--- src/rtl/dctr_pkg.sv ---
package dctr_pkg;

  localparam int ID_W = 6;

  typedef enum logic [2:0] {
    CMD_NEW    = 3'd0,
    CMD_ADD    = 3'd1,
    CMD_SUBMIT = 3'd2,
    CMD_DONE   = 3'd3,
    CMD_CLEAR  = 3'd4
  } cmd_e_t;

  typedef enum logic [1:0] {
    KIND_ACK   = 2'd0,
    KIND_READY = 2'd1,
    KIND_ERROR = 2'd2
  } kind_t;

  typedef enum logic [2:0] {
    FAULT_NONE      = 3'd0,
    FAULT_FULL      = 3'd1,
    FAULT_BAD_ID    = 3'd2,
    FAULT_SUCC_FULL = 3'd3,
    FAULT_PHASE     = 3'd4
  } fault_t;

  typedef enum logic [3:0] {
    ST_IDLE,
    ST_ADD_CHK,
    ST_ADD_INC,
    ST_SCAN_RD,
    ST_SCAN_CHK,
    ST_DONE_CHK,
    ST_WALK_RD,
    ST_WALK_S,
    ST_WALK_D,
    ST_REL,
    ST_FIN
  } state_t;

  typedef struct packed {
    logic              valid;
    kind_t             kind;
    logic [ID_W-1:0]   id;
    fault_t            fault;
    logic              all_done;
    logic              last;
  } res_t;

endpackage

--- src/rtl/dctr_ram.sv ---
module dctr_ram #(
  parameter int W     = 8,
  parameter int DEPTH = 64
) (
  input  logic                     clk,
  input  logic                     we,
  input  logic [$clog2(DEPTH)-1:0] waddr,
  input  logic [W-1:0]             wdata,
  input  logic [$clog2(DEPTH)-1:0] raddr,
  output logic [W-1:0]             rdata
);

  logic [W-1:0] mem [DEPTH];

  always_ff @(posedge clk) begin
    if (we) begin
      mem[waddr] <= wdata;
    end
    rdata <= mem[raddr];
  end

endmodule

--- src/rtl/dctr_obuf.sv ---
module dctr_obuf (
  input  logic             clk,
  input  logic             rst,
  input  dctr_pkg::res_t   push,
  output logic             room,
  input  logic             stall,
  output dctr_pkg::res_t   held
);

  logic                valid;
  dctr_pkg::res_t      data;

  assign room = !valid || !stall;

  always_ff @(posedge clk) begin
    if (rst) begin
      valid <= 1'b0;
    end else if (room && push.valid) begin
      valid <= 1'b1;
    end else if (!stall) begin
      valid <= 1'b0;
    end
  end

  always_ff @(posedge clk) begin
    if (room && push.valid) begin
      data <= push;
    end
  end

  always_comb begin
    held       = data;
    held.valid = valid;
  end

endmodule

--- src/rtl/dctr_ctrl.sv ---
module dctr_ctrl #(
  parameter int MAX_NODES      = 64,
  parameter int MAX_SUCCESSORS = 8
) (
  input  logic                       clk,
  input  logic                       rst,
  input  logic                       cmd_valid,
  output logic                       cmd_stall,
  input  logic [2:0]                 cmd,
  input  logic [dctr_pkg::ID_W-1:0]  pred_id,
  input  logic [dctr_pkg::ID_W-1:0]  node_id,
  output dctr_pkg::res_t             push,
  input  logic                       room
);

  localparam int OW  = dctr_pkg::ID_W;
  localparam int IW  = $clog2(MAX_NODES);
  localparam int CW  = $clog2(MAX_NODES + 1);
  localparam int LW  = $clog2(MAX_SUCCESSORS + 1);
  localparam int SD  = MAX_NODES * MAX_SUCCESSORS;
  localparam int SAW = $clog2(SD);
  localparam int PW  = $clog2(SD);
  localparam int NW  = 1 + LW + PW;
  localparam logic [SAW-1:0] MS_A  = SAW'(MAX_SUCCESSORS);
  localparam logic [LW-1:0]  MS_L  = LW'(MAX_SUCCESSORS);
  localparam logic [CW-1:0]  MN_C  = CW'(MAX_NODES);

  dctr_pkg::state_t  state, state_next;
  dctr_pkg::cmd_e_t  cmd_q, cmd_q_next;
  dctr_pkg::kind_t   res_kind, res_kind_next;
  dctr_pkg::fault_t  res_fault, res_fault_next;
  logic [IW-1:0]     res_id, res_id_next;
  logic [CW-1:0]     node_total, node_total_next;
  logic [CW-1:0]     tasks_left, tasks_left_next;
  logic              submitted, submitted_next;
  logic [CW-1:0]     idx, idx_next;
  logic [IW-1:0]     cur_id, cur_id_next;
  logic [IW-1:0]     new_id, new_id_next;
  logic [IW-1:0]     rel_id, rel_id_next;
  logic [LW-1:0]     j, j_next;
  logic [LW-1:0]     len_q, len_q_next;
  logic              held_v, held_v_next;
  logic [IW-1:0]     held_id, held_id_next;

  logic              node_we;
  logic [IW-1:0]     node_waddr, node_raddr;
  logic [NW-1:0]     node_wdata, node_rdata;
  logic              st_we;
  logic [SAW-1:0]    st_waddr, st_raddr;
  logic [IW-1:0]     st_wdata, st_rdata;

  logic              rd_fin;
  logic [LW-1:0]     rd_len;
  logic [PW-1:0]     rd_pend;
  logic [PW-1:0]     pend_adj;
  logic              pred_bad, nid_bad;

  assign rd_pend = node_rdata[PW-1:0];
  assign rd_len  = node_rdata[PW+LW-1:PW];
  assign rd_fin  = node_rdata[NW-1];

  assign pend_adj = rd_pend + ((state == dctr_pkg::ST_ADD_INC) ? PW'(1) : {PW{1'b1}});

  assign pred_bad = (32'(pred_id) + 32'd1) >= 32'(node_total);
  assign nid_bad  = 32'(node_id) >= 32'(node_total);

  assign cmd_stall = (state != dctr_pkg::ST_IDLE);

  dctr_ram #(.W(NW), .DEPTH(MAX_NODES)) u_node_ram (
    .clk  (clk),
    .we   (node_we),
    .waddr(node_waddr),
    .wdata(node_wdata),
    .raddr(node_raddr),
    .rdata(node_rdata)
  );

  dctr_ram #(.W(IW), .DEPTH(SD)) u_succ_ram (
    .clk  (clk),
    .we   (st_we),
    .waddr(st_waddr),
    .wdata(st_wdata),
    .raddr(st_raddr),
    .rdata(st_rdata)
  );

  always_ff @(posedge clk) begin
    if (rst) begin
      state      <= dctr_pkg::ST_IDLE;
      node_total <= '0;
      tasks_left <= '0;
      submitted  <= 1'b0;
      held_v     <= 1'b0;
    end else begin
      state      <= state_next;
      node_total <= node_total_next;
      tasks_left <= tasks_left_next;
      submitted  <= submitted_next;
      held_v     <= held_v_next;
    end
  end

  always_ff @(posedge clk) begin
    cmd_q     <= cmd_q_next;
    res_kind  <= res_kind_next;
    res_fault <= res_fault_next;
    res_id    <= res_id_next;
    idx       <= idx_next;
    cur_id    <= cur_id_next;
    new_id    <= new_id_next;
    rel_id    <= rel_id_next;
    j         <= j_next;
    len_q     <= len_q_next;
    held_id   <= held_id_next;
  end

  always_comb begin
    state_next      = state;
    cmd_q_next      = cmd_q;
    res_kind_next   = res_kind;
    res_fault_next  = res_fault;
    res_id_next     = res_id;
    node_total_next = node_total;
    tasks_left_next = tasks_left;
    submitted_next  = submitted;
    idx_next        = idx;
    cur_id_next     = cur_id;
    new_id_next     = new_id;
    rel_id_next     = rel_id;
    j_next          = j;
    len_q_next      = len_q;
    held_v_next     = held_v;
    held_id_next    = held_id;

    node_we    = 1'b0;
    node_waddr = cur_id;
    node_wdata = '0;
    node_raddr = cur_id;
    st_we      = 1'b0;
    st_waddr   = SAW'(cur_id) * MS_A + SAW'(rd_len);
    st_wdata   = new_id;
    st_raddr   = SAW'(cur_id) * MS_A + SAW'(j);

    push          = '0;
    push.all_done = (tasks_left == '0);

    case (state)
      dctr_pkg::ST_IDLE: begin
        if (cmd_valid) begin
          cmd_q_next     = dctr_pkg::cmd_e_t'(cmd);
          res_kind_next  = dctr_pkg::KIND_ACK;
          res_fault_next = dctr_pkg::FAULT_NONE;
          res_id_next    = '0;
          case (cmd)
            dctr_pkg::CMD_NEW: begin
              state_next = dctr_pkg::ST_FIN;
              if (submitted) begin
                res_kind_next  = dctr_pkg::KIND_ERROR;
                res_fault_next = dctr_pkg::FAULT_PHASE;
              end else if (node_total == MN_C) begin
                res_kind_next  = dctr_pkg::KIND_ERROR;
                res_fault_next = dctr_pkg::FAULT_FULL;
              end else begin
                node_we         = 1'b1;
                node_waddr      = IW'(node_total);
                res_id_next     = IW'(node_total);
                node_total_next = node_total + CW'(1);
              end
            end
            dctr_pkg::CMD_ADD: begin
              if (submitted || node_total == '0) begin
                res_kind_next  = dctr_pkg::KIND_ERROR;
                res_fault_next = dctr_pkg::FAULT_PHASE;
                state_next     = dctr_pkg::ST_FIN;
              end else if (pred_bad) begin
                res_kind_next  = dctr_pkg::KIND_ERROR;
                res_fault_next = dctr_pkg::FAULT_BAD_ID;
                state_next     = dctr_pkg::ST_FIN;
              end else begin
                cur_id_next = IW'(pred_id);
                new_id_next = IW'(node_total - CW'(1));
                node_raddr  = IW'(pred_id);
                state_next  = dctr_pkg::ST_ADD_CHK;
              end
            end
            dctr_pkg::CMD_SUBMIT: begin
              if (submitted) begin
                res_kind_next  = dctr_pkg::KIND_ERROR;
                res_fault_next = dctr_pkg::FAULT_PHASE;
                state_next     = dctr_pkg::ST_FIN;
              end else begin
                submitted_next  = 1'b1;
                tasks_left_next = node_total;
                idx_next        = '0;
                state_next      = dctr_pkg::ST_SCAN_RD;
              end
            end
            dctr_pkg::CMD_DONE: begin
              if (!submitted) begin
                res_kind_next  = dctr_pkg::KIND_ERROR;
                res_fault_next = dctr_pkg::FAULT_PHASE;
                state_next     = dctr_pkg::ST_FIN;
              end else if (nid_bad) begin
                res_kind_next  = dctr_pkg::KIND_ERROR;
                res_fault_next = dctr_pkg::FAULT_BAD_ID;
                state_next     = dctr_pkg::ST_FIN;
              end else begin
                cur_id_next = IW'(node_id);
                node_raddr  = IW'(node_id);
                state_next  = dctr_pkg::ST_DONE_CHK;
              end
            end
            dctr_pkg::CMD_CLEAR: begin
              state_next = dctr_pkg::ST_FIN;
              if (submitted && tasks_left != '0) begin
                res_kind_next  = dctr_pkg::KIND_ERROR;
                res_fault_next = dctr_pkg::FAULT_PHASE;
              end else begin
                node_total_next = '0;
                tasks_left_next = '0;
                submitted_next  = 1'b0;
              end
            end
            default: begin
              state_next = dctr_pkg::ST_IDLE;
            end
          endcase
        end
      end

      dctr_pkg::ST_ADD_CHK: begin
        if (rd_len >= MS_L) begin
          res_kind_next  = dctr_pkg::KIND_ERROR;
          res_fault_next = dctr_pkg::FAULT_SUCC_FULL;
          state_next     = dctr_pkg::ST_FIN;
        end else begin
          node_we    = 1'b1;
          node_wdata = {rd_fin, rd_len + LW'(1), rd_pend};
          st_we      = 1'b1;
          node_raddr = new_id;
          state_next = dctr_pkg::ST_ADD_INC;
        end
      end

      dctr_pkg::ST_ADD_INC: begin
        node_we    = 1'b1;
        node_waddr = new_id;
        node_wdata = {rd_fin, rd_len, pend_adj};
        state_next = dctr_pkg::ST_FIN;
      end

      dctr_pkg::ST_SCAN_RD: begin
        if (idx == node_total) begin
          state_next = dctr_pkg::ST_FIN;
        end else begin
          node_raddr = IW'(idx);
          state_next = dctr_pkg::ST_SCAN_CHK;
        end
      end

      dctr_pkg::ST_SCAN_CHK: begin
        if (rd_pend == '0) begin
          rel_id_next = IW'(idx);
          state_next  = dctr_pkg::ST_REL;
        end else begin
          idx_next   = idx + CW'(1);
          state_next = dctr_pkg::ST_SCAN_RD;
        end
      end

      dctr_pkg::ST_DONE_CHK: begin
        if (rd_pend != '0 || rd_fin || tasks_left == '0) begin
          res_kind_next  = dctr_pkg::KIND_ERROR;
          res_fault_next = dctr_pkg::FAULT_PHASE;
          state_next     = dctr_pkg::ST_FIN;
        end else begin
          node_we         = 1'b1;
          node_wdata      = {1'b1, rd_len, rd_pend};
          len_q_next      = rd_len;
          tasks_left_next = tasks_left - CW'(1);
          j_next          = '0;
          state_next      = dctr_pkg::ST_WALK_RD;
        end
      end

      dctr_pkg::ST_WALK_RD: begin
        if (j == len_q) begin
          state_next = dctr_pkg::ST_FIN;
        end else begin
          state_next = dctr_pkg::ST_WALK_S;
        end
      end

      dctr_pkg::ST_WALK_S: begin
        node_raddr  = st_rdata;
        rel_id_next = st_rdata;
        state_next  = dctr_pkg::ST_WALK_D;
      end

      dctr_pkg::ST_WALK_D: begin
        if (rd_pend == '0) begin
          j_next     = j + LW'(1);
          state_next = dctr_pkg::ST_WALK_RD;
        end else begin
          node_we    = 1'b1;
          node_waddr = rel_id;
          node_wdata = {rd_fin, rd_len, pend_adj};
          if (pend_adj == '0) begin
            state_next = dctr_pkg::ST_REL;
          end else begin
            j_next     = j + LW'(1);
            state_next = dctr_pkg::ST_WALK_RD;
          end
        end
      end

      dctr_pkg::ST_REL: begin
        if (!held_v || room) begin
          if (held_v) begin
            push.valid = 1'b1;
            push.kind  = dctr_pkg::KIND_READY;
            push.id    = OW'(held_id);
            push.fault = dctr_pkg::FAULT_NONE;
          end
          held_v_next  = 1'b1;
          held_id_next = rel_id;
          if (cmd_q == dctr_pkg::CMD_SUBMIT) begin
            idx_next   = idx + CW'(1);
            state_next = dctr_pkg::ST_SCAN_RD;
          end else begin
            j_next     = j + LW'(1);
            state_next = dctr_pkg::ST_WALK_RD;
          end
        end
      end

      dctr_pkg::ST_FIN: begin
        if (room) begin
          push.valid = 1'b1;
          push.last  = 1'b1;
          if (held_v) begin
            push.kind  = dctr_pkg::KIND_READY;
            push.id    = OW'(held_id);
            push.fault = dctr_pkg::FAULT_NONE;
          end else begin
            push.kind  = res_kind;
            push.id    = OW'(res_id);
            push.fault = res_fault;
          end
          held_v_next = 1'b0;
          state_next  = dctr_pkg::ST_IDLE;
        end
      end

      default: begin
        state_next = dctr_pkg::ST_IDLE;
      end
    endcase
  end

endmodule

--- src/rtl/dependency_count_task_release_core.sv ---
// Channel   Handshake              Payload
// command   cmd_valid / cmd_stall  cmd, pred_id, node_id
// result    res_valid / res_stall  kind, task_id, fault, all_done, last
//
// One command at a time; cmd_stall is high until its last result is in the output register.
// New node and clear answer at once; add predecessor reads and checks, then updates the node table.
// Submit scans all nodes and complete walks the successor list, releasing tasks that reach zero.
// Reset (rst, synchronous) empties the graph at once; table entries are rewritten on allocation.
// A stalled result holds in the output register; the sequencer waits when it is full and stalled.
module dependency_count_task_release_core #(
  parameter int MAX_NODES      = 64,
  parameter int MAX_SUCCESSORS = 8
) (
  input  logic       clk,
  input  logic       rst,
  input  logic       cmd_valid,
  output logic       cmd_stall,
  input  logic [2:0] cmd,
  input  logic [5:0] pred_id,
  input  logic [5:0] node_id,
  output logic       res_valid,
  input  logic       res_stall,
  output logic [1:0] kind,
  output logic [5:0] task_id,
  output logic [2:0] fault,
  output logic       all_done,
  output logic       last
);

  dctr_pkg::res_t push;
  dctr_pkg::res_t held;
  logic           room;

  dctr_ctrl #(
    .MAX_NODES     (MAX_NODES),
    .MAX_SUCCESSORS(MAX_SUCCESSORS)
  ) u_ctrl (
    .clk      (clk),
    .rst      (rst),
    .cmd_valid(cmd_valid),
    .cmd_stall(cmd_stall),
    .cmd      (cmd),
    .pred_id  (pred_id),
    .node_id  (node_id),
    .push     (push),
    .room     (room)
  );

  dctr_obuf u_obuf (
    .clk  (clk),
    .rst  (rst),
    .push (push),
    .room (room),
    .stall(res_stall),
    .held (held)
  );

  assign res_valid = held.valid;
  assign kind      = held.kind;
  assign task_id   = held.id;
  assign fault     = held.fault;
  assign all_done  = held.all_done;
  assign last      = held.last;

  a_busy_after_cmd: assert property (@(posedge clk) disable iff (rst)
    (cmd_valid && !cmd_stall && cmd <= dctr_pkg::CMD_CLEAR) |=> cmd_stall)
    else $error("valid command did not start the sequencer");

  a_unused_cmd_idle: assert property (@(posedge clk) disable iff (rst)
    (cmd_valid && !cmd_stall && cmd > dctr_pkg::CMD_CLEAR) |=> !cmd_stall)
    else $error("unused command occupied the sequencer");

  a_error_is_last: assert property (@(posedge clk) disable iff (rst)
    (res_valid && kind == dctr_pkg::KIND_ERROR) |-> (last && fault != dctr_pkg::FAULT_NONE))
    else $error("error result not final or without fault");

  a_ready_no_fault: assert property (@(posedge clk) disable iff (rst)
    (res_valid && kind != dctr_pkg::KIND_ERROR) |-> fault == dctr_pkg::FAULT_NONE)
    else $error("fault code on a non-error result");

endmodule

--- config.mk ---
export PLATFORM = sky130hd
export DESIGN_NAME = dependency_count_task_release_core
export DESIGN_NICKNAME = d
export VERILOG_FILES = /design/src/rtl/dctr_pkg.sv /design/src/rtl/dctr_ram.sv /design/src/rtl/dctr_obuf.sv /design/src/rtl/dctr_ctrl.sv /design/src/rtl/dependency_count_task_release_core.sv
export SDC_FILE = /design/constraint.sdc
export NUM_CORES = 2
export LEC_CHECK = 0
export BUFFER_PORTS_ARGS = -buffer_cell sky130_fd_sc_hd__buf_2
export CORE_MARGIN = 2
export CORE_UTILIZATION = 44
export DETAILED_ROUTE_END_ITERATION = 16
export GPL_ROUTABILITY_DRIVEN = 0
export SLEW_MARGIN = 20
export SYNTH_ARGS = -nofsm -noshare
export SYNTH_HDL_FRONTEND = slang
export SYNTH_SLANG_ARGS = --single-unit
--- constraint.sdc ---
create_clock -name clk -period 14.2 [get_ports clk]
set_clock_uncertainty 0.1 [all_clocks]
set_input_delay 0.71 -clock clk [delete_from_list [all_inputs] [get_ports clk]]
set_output_delay 0.71 -clock clk [all_outputs]
set_load 0.01 [all_outputs]
[Word-level counts from Yosys, hierarchy flattened]
Memory sizes are Yosys's and may differ from the RTL's. A register that Yosys moved wholly into a read port is not among the register bits.
Cells that the tools add are included.
Word-level totals
  register bits: 87
  bits in latches: 0
  memory bits (writable): 3968
  bits in read-only memories: 0
  input bits: 19
  output and inout bits: 15
  word-level logic and storage cells: 235
  memories kept: 2
Cells by class
  add/sub/neg operators: 10
  multipliers: 0
  div/mod/pow operators: 0
  magnitude comparators: 3
  equality and inequality tests: 38
  shift operators: 0
  multiplexer cells: 114
  bitwise gates (word level): 4
  reductions and logical operators: 42
Memory list
  u_ctrl.u_succ_ram.mem: depth 512, bits a word 6, rd ports 1, clocked after Yosys merged registers in 1, write ports 1, RTL line dctr_ram.sv:13  | logic [W-1:0] mem [DEPTH];
  u_ctrl.u_node_ram.mem: depth 64, bits a word 14, rd ports 1, clocked after Yosys merged registers in 1, write ports 1, RTL line dctr_ram.sv:13
Operators by type and width (number)
  $mux W7: 12
  $mux W4: 20
  $mux W6: 13
  $pmux W14 S4: 1
  $pmux W4 S11: 1
  $mux W14: 3
  $pmux W7 S2: 3
  $mux W12: 3
  $mux W3: 9
  $mux W2: 13
  $pmux W12 S2: 1
  $pmux W6 S2: 2
  $pmux W6 S4: 1
  $pmux W7 S3: 1
  $mux W1: 19
  $add A9 B4 Y9: 2
  $logic_not A9 Y1: 2
  $ne A2 B2 Y1 const B: 9
  $pmux W6 S3: 1
  $eq A4 B3 Y1 const B: 4
  $pmux W4 S4: 1
  $pmux W3 S5: 1
  $add A7 B1 Y7 const B: 2
  $logic_not A7 Y1: 2
  other kinds (47): 85

[Depth between registers and ports, before layout]
  depth in word-level cells: 8
  mapped depth: 19
  mapped depth without buffers: 15

[Hierarchy]
A second synthesis with hierarchy kept.
Unflattened totals
  cell total of the unflattened synthesis: 8463
  area, all modules: 163568.1 um^2
Modules (own cells, without submodules)
  dctr_ram at u_ctrl.u_succ_ram: times used 1, cells an instance 6231, area an instance 122457.4 um^2, seq. area each 92368.6 um^2
  dctr_ram at u_ctrl.u_node_ram: times used 1, cells an instance 1550, area an instance 34958.5 um^2, seq. area each 27186.1 um^2
  dctr_ctrl: times used 1, cells an instance 663, area an instance 5715.5 um^2, seq. area each 1961.9 um^2
  dctr_obuf: times used 1, cells an instance 19, area an instance 436.7 um^2, seq. area each 410.4 um^2

[Least setup slack after synthesis]
OpenSTA, ideal clock, no wires.
  kind: register to register
  start: register u_ctrl.new_id[2]
  end: register u_ctrl.u_node_ram.rdata[11], read port of u_ctrl.u_node_ram.mem
  setup time: 0.133 ns
  arrival: 8.864 ns
  data required time: 13.967 ns
  slack: 5.103 ns
  stages on the path, launching flop included: 12
  buffers on the path: 3
  clock period less this slack: 9.097 ns
  path through: edfxtp_1 > a221o_1 > a221o_1 > o22ai_1 > nor2_4 > buf_4 > buf_2 > buf_2 > mux2i_1 > o22ai_1 > o31ai_1 > nand4_1
On the way
  word-level cells in the longest chain between the ends: 2
Ends and longest elaborated chain
  start, declared: RTL line dctr_ctrl.sv:38  | logic [IW-1:0] new_id, new_id_next;
  start signal, assigned: RTL line dctr_ctrl.sv:110  | new_id <= new_id_next;
  $mux W6: RTL line dctr_ctrl.sv:232  | if (rd_len >= MS_L) begin
  $pmux W6 S4: RTL line dctr_ctrl.sv:147  | case (state)
  end, declared: RTL line dctr_ram.sv:10  | output logic [W-1:0] rdata
Every way passes these cells.
A chain may end at the register's enable or synchronous reset.

[Worst setup path in the final report]
  start: register u_ctrl.state[0]
  end: register u_ctrl.u_node_ram.rdata[0], read port of u_ctrl.u_node_ram.mem
On the way
  word-level cells in the longest chain between the ends: 2
  elaborated cells between the ends (all ways): 5
  those cells by class: eq/ne: 3; mux: 1; reduce/logical: 1
Ends and longest elaborated chain
  start, declared: RTL line dctr_ctrl.sv:28  | dctr_pkg::state_t state, state_next;
  start signal, assigned: RTL line dctr_ctrl.sv:89  | state <= dctr_pkg::ST_IDLE;
  start signal, assigned: RTL line dctr_ctrl.sv:95  | state <= state_next;
  $eq A4 B3 Y1, or another cell as far along: RTL line dctr_ctrl.sv:147
  $pmux W6 S4 (*): RTL line dctr_ctrl.sv:147
Mark *: on every way between the ends. The rest lies on a longest branch, timed or not.

==> flow_summary_export.csv <==
group,metric,value,unit
status,status,"finished clean",
min_path,hold_class,"in -> reg",
grt,grt_max_degree,205,
critical_path,cp_data_arrival_time,7.27,ns
detailed_routing,drt_pass1_iterations,6,
die,fp.dieH,608,um
run,maxCapViolCount,0,
yosys,synth.yosys.seq_area_share,0.759,
critical_path,critPathLaunchType,"flip-flop",
critical_path,slowest_stage,"nand3_2",
clock_tree,clk_pin_slew,0.06,ns
grt,antenna_found_initial,24,
critical_path,path_cells,"nor4b_1 > and2b_1 > a221o_1 > a221oi_2 > a31oi_4 > buf_4 > and2_4 > buf_4 > nand3_2 > o22ai_1 > a211oi_1 > o2111a_1 > nand4_1",
critical_path,crit_cells,13,
power_and_ir_drop,pwr_density_cell,205,nW/um^2
yosys,ys.flop_type,"edfxtp_1",
yosys,synth_area_per_cell,20.1,um^2
place,port_buffers,33,
timing,setup_viol,0,
timing,slew_headroom,0.200,
grt,grt_overflow,0,
critical_path,path_buf_inv,2,
place,placed_cells,12520,
timing,setup_ws,7.72,ns
die,die_w,608,um
critical_path,reg2regPathDepth,13,
critical_path,cp_top_family,"simple AND/OR/NAND/NOR gates",
detailed_routing,vias_per_cell,6.04,
die,rows,221,
final_layout,nets,8201,
yosys,synth_warnings,0,
yosys,synth_edf_count,4033,
final_layout,fin_cells,13281,
final_layout,drive_gt1_frac,0.226,
yosys,ys_ff_latch,4074,
detailed_routing,ant_nets,0,
timing,finalMaxSlewViolations,0,
timing,tightestPinTransition,1.20,ns
yosys,synth.distinct_cells,92,
die,start_util,0.443,
timing,finalHoldViolCount,0,
critical_path,cp.required,15.00,ns
timing,fmax,0.154,GHz
clock_tree,root_buffer,"clkbuf_16",
final_layout,area_growth,12.1,%
timing,setup-tns-final,0,ns
detailed_routing,drt_iter0_drc,9832,
clock_tree,cts_tree,"yes",
yosys,synth_cells,8015,
clock_tree,cts_htree_levels,5,
detailed_routing,wl_per_cell,30.1,um
grt,grt_pass1_wl,578000,um
grt,grt_usage,0.212,
clock_tree,cts.path.max_buffers,4,
yosys,synth_area,161000,um^2
timing,post-route-period-util,0.456,
final_layout,final_common_cell,"edfxtp_1",
detailed_routing,routed_wl,399000,um
die,die_area,370000,um^2
clock_tree,insertion_delay,0.98,ns
critical_path,crit_type,"reg -> reg",
critical_path,cp_common_cell,"buf_4",
min_path,whs_path_depth,3,
clock_tree,cts_setup_buffers,0,
place,dp_hpwl,235000,um
place,pre_cts_ws,7.48,ns
critical_path,cp_max_fo,54,
final_layout,mostFrequentLayoutCells,"edfxtp_1 (4033), mux4_2 (1020), nor2_1 (636)",
clock_tree,cts_buffers,409,
detailed_routing,vias,80164,
clock_tree,ctsResizeCount,0,
final_layout,fillers,29059,
power_and_ir_drop,finalPower,36.9,mW
detailed_routing,drcViolationCount,0,
clock_tree,tritoncts_num_sinks,4074,
power_and_ir_drop,p_leak,56.0,nW
yosys,synthArstFlopShare,0,
critical_path,critPathMaxStageDelay,0.91,ns
timing,period_minus_slack,6.48,ns
critical_path,end_kind,"flip-flop",
power_and_ir_drop,ir_worst_vdd,452,uV
grt,grt_pass1_vias,80596,
die,io_pins,34,
die,placeableCoreArea,363000,um^2
timing,rsz0062_at_grt,"false",
yosys,synth_fp_nets,8072,
## flip-flops by register name, summed over array words and instances (netlist names), 7 cells and up
name and cells:
u_obuf.held 13, u_ctrl.u_node_ram.rdata 14, u_ctrl.tasks_left 7, u_ctrl.u_succ_ram.mem 3072, u_ctrl.u_node_ram.mem 896, u_ctrl.node_total 7
u_ctrl.idx 7
## area by class of cell
cell class	count	area (um^2)	area share
Antenna cell	3	7.51	0.0000417
Clock buffer	488	10700	0.0592
Clock inverter	263	2710	0.0150
Inverter	39	146	0.000813
Multi-Input combinational cell	3414	37000	0.206
Sequential cell	4074	122000	0.677
Tap cell	4794	6000	0.0333
Timing Repair Buffer	206	1690	0.00938
## where the power goes
part           internal, mW  switching, mW
clock network          6.18           4.57
logic                  4.15           7.85
registers              13.9          0.195
## cell usage after synthesis (13+ instances only)
cell type | instances | area share
edfxtp_1 | 4033 | 0.75
mux4_2 | 1020 | 0.14
nor2_1 | 676 | 0.016
nand2_1 | 473 | 0.011
clkbuf_1 | 272 | 0.0064
mux2i_1 | 249 | 0.016
o22ai_1 | 119 | 0.0046
buf_2 | 113 | 0.0035
nand3_1 | 113 | 0.0035
o21ai_0 | 102 | 0.0032
a21oi_1 | 99 | 0.0031
buf_1 | 81 | 0.0019
nand4_1 | 63 | 0.0025
a211oi_1 | 51 | 0.0024
and3_1 | 49 | 0.0019
dfxtp_1 | 41 | 0.0051
ha_1 | 37 | 0.0029
inv_1 | 36 | 0.00084
a311oi_1 | 26 | 0.0014
nor3_1 | 24 | 0.00075
xnor2_1 | 23 | 0.0013
buf_4 | 19 | 0.00089
xor2_1 | 19 | 0.0010
a31oi_1 | 17 | 0.00066
mux2_2 | 17 | 0.0012
a22o_1 | 14 | 0.00076
or3_1 | 14 | 0.00054
nor4_1 | 13 | 0.00051
o21bai_1 | 13 | 0.00061
## cell families (layout without fill, tap and decap cells)
kind of cell / after synthesis / count (layout) / share of synthesized area
other cells: 0 / 3 / 0
flops: 4074 / 4074 / 0.759
xor+xnor: 42 / 42 / 0.00229
mux: 1286 / 1286 / 0.160
compound gates: 556 / 556 / 0.0231
buf+inv: 527 / 996 / 0.0137
simple gates: 1492 / 1492 / 0.0396
fa+ha+maj: 38 / 38 / 0.00300
## worst min-delay path, stage by stage
cell and delay [ns]:
buf_2 0.12, a32oi_1 0.16, nand2_1 0.08
## final timing paths
kind / from / to / slack, ns
hold reg to reg: u_ctrl.rel_id[1]$_DFFE_PP_ / u_ctrl.held_id[1]$_DFFE_PP_ / 0.40
setup / recovery: u_ctrl.state[0]$_SDFFE_PP0P_ / u_ctrl.u_node_ram.rdata[0]$_DFF_P_ / 7.72
setup reg to reg: u_ctrl.state[0]$_SDFFE_PP0P_ / u_ctrl.u_node_ram.rdata[0]$_DFF_P_ / 7.72
hold / removal: node_id[0] / u_ctrl.cur_id[0]$_DFFE_PP_ / 0.08
## layer usage
metal / share of wire / global-route usage / wire length [um] / vias up
met3: 0.078 / 0.0345 / 31200 / 648
li1: - / - / - / 33169
met5: 0.000078 / 0 / 31 / -
met2: 0.47 / 0.332 / 188000 / 3472
met1: 0.42 / 0.310 / 169000 / 42871
met4: 0.029 / 0.0597 / 11600 / 4
## through the flow
step	utilization	cell area, um^2	hold slack (ns)
2_1_floorplan	-	161000	0.306
3_3_place_gp	0.459	167000	0.377
3_5_place_dp	0.459	167000	0.386
4_1_cts	0.496	180000	0.0178
5_1_grt	0.496	180000	0.0944
6_report	0.496	180000	0.0840
## repair_timing
item | 4_1_cts | 5_1_grt
hold buffers | 6 | 0
hold endpoints to repair | 12 | 0
endpoints found under the setup margin | 0 | 0
No activity file was read; power rests on OpenSTA's default activity.
